**src/design/swm_pkg.sv**
```systemverilog
// Shared types and constants of the running median block.
`timescale 1ns / 1ps

package swm_pkg;

   localparam int SAMPLE_W = 32;
   localparam int OUT_W    = 33;
   localparam int CSR_W    = 6;
   localparam logic [CSR_W-1:0] WINDOW_RESET = CSR_W'(3);

   typedef enum logic [2:0] {
      ST_IDLE,
      ST_PREP,
      ST_DELETE,
      ST_INSERT,
      ST_EMIT
   } swm_state_type;

   // Commands from controller to datapath
   typedef struct packed {
      logic load;
      logic cfg_write;
      logic ring_read;
      logic delete_old;
      logic insert_new;
      logic emit;
   } swm_cmd_type;

   // Status from datapath to controller
   typedef struct packed {
      logic window_full;
      logic out_free;
   } swm_status_type;

endpackage

```
**src/design/swm_ctrl.sv**
```systemverilog
// Sequencing state machine of the running median block.
`timescale 1ns / 1ps

module swm_ctrl
   import swm_pkg::*;
(
   input  logic           clock,
   input  logic           reset,
   input  logic           req_valid,
   output logic           req_stall,
   input  logic           csr_valid,
   output logic           csr_ready,
   input  swm_status_type status,
   output swm_cmd_type    cmd
);

   swm_state_type state_ff, state_in;

   // State register
   always_ff @(posedge clock) begin
      if (reset) begin
         state_ff <= ST_IDLE;
      end else begin
         state_ff <= state_in;
      end
   end

   // Next state and commands
   always_comb begin
      state_in  = state_ff;
      cmd       = '0;
      req_stall = 1'b1;
      csr_ready = 1'b0;
      unique case (state_ff)
         ST_IDLE: begin
            req_stall = 1'b0;
            // config only taken when no word is offered
            csr_ready = !req_valid;
            if (req_valid) begin
               cmd.load = 1'b1;
               state_in = ST_PREP;
            end else if (csr_valid) begin
               cmd.cfg_write = 1'b1;
            end
         end
         ST_PREP: begin
            cmd.ring_read = 1'b1;
            state_in = status.window_full ? ST_DELETE : ST_INSERT;
         end
         ST_DELETE: begin
            cmd.delete_old = 1'b1;
            state_in = ST_INSERT;
         end
         ST_INSERT: begin
            cmd.insert_new = 1'b1;
            state_in = ST_EMIT;
         end
         ST_EMIT: begin
            if (!status.window_full) begin
               state_in = ST_IDLE;
            end else if (status.out_free) begin
               cmd.emit = 1'b1;
               state_in = ST_IDLE;
            end
         end
         default: begin
            state_in = ST_IDLE;
         end
      endcase
   end

endmodule

```
**config.mk**
```make
export PLATFORM = sky130hd
export DESIGN_NAME = swm_ctrl
export DESIGN_NICKNAME = d
export VERILOG_FILES = /design/src/design/swm_pkg.sv /design/src/design/swm_ctrl.sv
export SDC_FILE = /design/constraint.sdc
export NUM_CORES = 1
export LEC_CHECK = 0
export ABC_AREA = 1
export BUFFER_PORTS_ARGS = -buffer_cell sky130_fd_sc_hd__buf_2
export CAP_MARGIN = 20
export CORE_AREA = 2 2 39 41
export CTS_BUF_LIST = sky130_fd_sc_hd__clkbuf_4 sky130_fd_sc_hd__clkbuf_8
export DETAILED_ROUTE_END_ITERATION = 10
export DIE_AREA = 0 0 41 43
export GPL_TIMING_DRIVEN = 0
export HOLD_SLACK_MARGIN = 0.08
export PLACE_DENSITY = 0.46
export SYNTH_ARGS = -nofsm -noshare
export SYNTH_HDL_FRONTEND = slang
export SYNTH_SLANG_ARGS = --single-unit
```
**constraint.sdc**
```tcl
create_clock -name clock -period 0.9 [get_ports clock]
set_clock_uncertainty 0.05 [all_clocks]
set_input_delay 0.045 -clock clock [delete_from_list [all_inputs] [get_ports clock]]
set_output_delay 0.045 -clock clock [all_outputs]
set_load 0.01 [all_outputs]
```
==> flow_metrics.py <==
metrics = {
    "placed_design": {
        "dpl.hpwl_um": 398,
        "place_ws_ns": -0.0654,
        "dpl.cell_count": 62,
        "dpl_cell_area_um2": 288,
        "portBuffers": 13,
        "place.gp.congestion": 0.632,
    },
    "critical_path": {
        "crit_family": "flip-flops",
        "crit_buf_inv": 2,
        "path_cells": "nor2_4, nand3_1, inv_1, buf_2",
        "worstSetupPathType": "reg -> out",
        "reg2reg_to": "state_ff[0]",
        "worst_ep_arrival_time_ns": 1.00,
        "crit_path_max_fanout": 3,
        "path_depth": 4,
        "critPathCaptureType": "output pin",
        "reg2reg_from": "state_ff[0]",
        "worstSetupStartpointType": "flip-flop",
        "cp.required_ns": 0.81,
        "r2r_setup_slack_ns": -0.04,
        "cpMaxStageDelayCell": "dfxtp_4",
        "reg2reg_depth": 5,
        "slowest_delay_ns": 0.36,
    },
    "route": {
        "via_count": 283,
        "wirelength_um": 588,
        "wl_per_cell_um": 8.28,
        "drc_errors": 0,
        "drtIter0Drc": 1,
        "viasPerCell": 3.99,
        "dr.pass1.iters": 2,
        "ant_nets": 0,
    },
    "power": {
        "ir_drop_v": 0.000548,
        "pwr-share-clk": 0.363,
        "power.total_w": 0.000705,
        "power.density_mw_per_mm2": 1530,
        "seq_power_share": 0.257,
        "intPower_w": 0.000485,
        "leakagePower_nw": 0.240,
        "power_switching_w": 0.000220,
        "p_comb_frac": 0.380,
        "swShare": 0.312,
    },
    "floorplan": {
        "die_area_mm2": 0.00176,
        "rows": 14,
        "die_w_um": 41,
        "core_mm2": 0.00138,
        "start_util": 0.142,
        "fp.dieH_um": 43,
        "io-pin-count": 14,
    },
    "clocking": {
        "cts_hold_buf": 1,
        "h-tree-depth": 1,
        "cts_tree": "yes",
        "clk_latency_ns": 0.23,
        "clkTransAtPathRegs_ns": 0.03,
        "cts_made_buffers": 3,
        "cts_sinks": 3,
        "clk_path_buf_depth": 2,
        "root_buffer": "clkbuf_4",
    },
    "timing": {
        "hold_viol": 0,
        "worst_slack_ns": -0.197,
        "rsz0062_at_grt": "yes",
        "worst-slew-pin-transition_ns": 0.175,
        "layout_min_cycle_time_ns": 1.10,
        "fmax_mhz": 912,
        "slew_headroom": 0.882,
        "whs_ns": 0.0674,
        "slew_viol_final": 0,
        "finalCritPeriodShare": 1.22,
        "setup_viol": 10,
    },
    "synth": {
        "synth_area_um2": 196,
        "synth_seq_cells": 3,
        "ys_seq_area_frac": 0.306,
        "netlist_top_cells_area": "dfxtp_1, inv_1, nor2_1, nand3_1, nand2_1",
        "syn_area_per_cell_um2": 5.95,
        "synthDistinctLibCells": 10,
        "synth_top_area_cell": "dfxtp_1",
        "synth_top_area_share": 0.306,
        "syn_nets": 39,
        "synth_cells": 33,
        "yosys_warnings": 0,
    },
    "global_route": {
        "grt_pass1_wl_um": 772,
        "grt_pass1_vias": 245,
        "antenna_found_initial": 0,
        "grt-ovfl-total": 0,
        "grt_max_degree": 7,
        "grt.total_usage": 0.0632,
    },
    "status": {
        "violations": "negative setup slack",
        "outcome": "finished, violations left",
    },
    "cells_and_area": {
        "final_cell_area_um2": 459,
        "num_antenna_cells": 0,
        "final_cells": 71,
        "largest_reg_flops": 3,
        "fillers": 161,
        "drive_gt1_frac": 0.691,
        "area_delta_synth_final_pct": 134,
        "nets": 62,
        "top_register": "state_ff",
        "top_regs": "state_ff (3)",
    },
    "worst_hold_path": {
        "hold_end": "state_ff[2]",
        "min-delay-path-class": "in -> reg",
        "worst_hold_path.num_cells": 4,
        "hp-start": "status[0]",
    },
    "flow_run": {
        "max-cap-violations": 0,
    },
}
## worst max-delay path by stage
stage,startpoint,end
6_report,state_ff[0],csr_ready
2_1_floorplan,state_ff[0],cmd[4]
4_1_cts,state_ff[1],csr_ready
5_1_grt,state_ff[0],cmd[5]
3_5_place_dp,state_ff[2],cmd[1]
3_3_place_gp,state_ff[2],cmd[1]
## worst register-to-register path: stages (launching register included)
cell and delay, ns:
dfxtp_4 0.36, nor2_4 0.13, buf_4 0.12, nand3_2 0.08
nand3_2 0.07, nor2_1 0.04
## layout make-up
cell class	count	area, µm²	share of cell area
clock buffers	4	30.0	0.0654
inverters	9	53.8	0.117
multi-input cells	20	139	0.302
flip-flops and latches	3	71.3	0.155
well taps	16	20.0	0.0436
repair buffers	19	145	0.316
## layer usage
metal  part of all wire  vias up  GRT usage
li1                   -      143          -
met1               0.36      130     0.0641
met2               0.55       10      0.106
met3              0.088        0     0.0157
met4                  0        0     0.0400
met5                  0        -          0
## layout by cell type (no fill, tap or decap), drive strengths merged
master	netlist	layout
inv	9	8
a21oi	2	2
clkinv	0	1
nor2	8	8
buf	1	18
dfxtp	3	3
nand3	6	6
nor4	1	1
nand2	3	3
clkbuf	0	4
dlygate4sd3	0	1
## power by group through the flow
stage	clock network (W)	logic, W	registers, W
3_5_place_dp	0	0.000162	0.000172
2_1_floorplan	0	0.000101	0.000167
6_report	0.000256	0.000268	0.000181
4_1_cts	0.000271	0.000184	0.000179
3_3_place_gp	0	0.000161	0.000172
5_1_grt	0.000275	0.000298	0.000184
## Yosys cell counts
library cell  count
dfxtp_1           3
a21oi_1           2
buf_4             1
nand3_1           5
nand2_1           3
nor2_1            7
inv_1             9
nor4_1            1
nand3_2           1
nor2_2            1
## per-stage QoR
stage,TNS [ns],util
finish,-1.41,0.332
floorplan,-0.00338,-
detailed placement,-0.201,0.208
global placement,-0.150,0.208
CTS,-1.36,0.271
global route,-2.00,0.332
## kinds of logic (layout without fill, tap and decap cells)
logic type | count (synthesis) | count (layout) | share of synthesized area
compound gates | 2 | 2 | 0.0510
buf+inv | 10 | 32 | 0.210
simple gates | 18 | 18 | 0.433
flops | 3 | 3 | 0.306
## what timing repair did
action                                  CTS  global route
buffers inserted                          1             4
gates resized for setup                  15            14
endpoints found under the hold margin     3             1
endpoints found under the setup margin    9             9
pin swaps                                 2             3
Power figures use the tool's default switching activity.
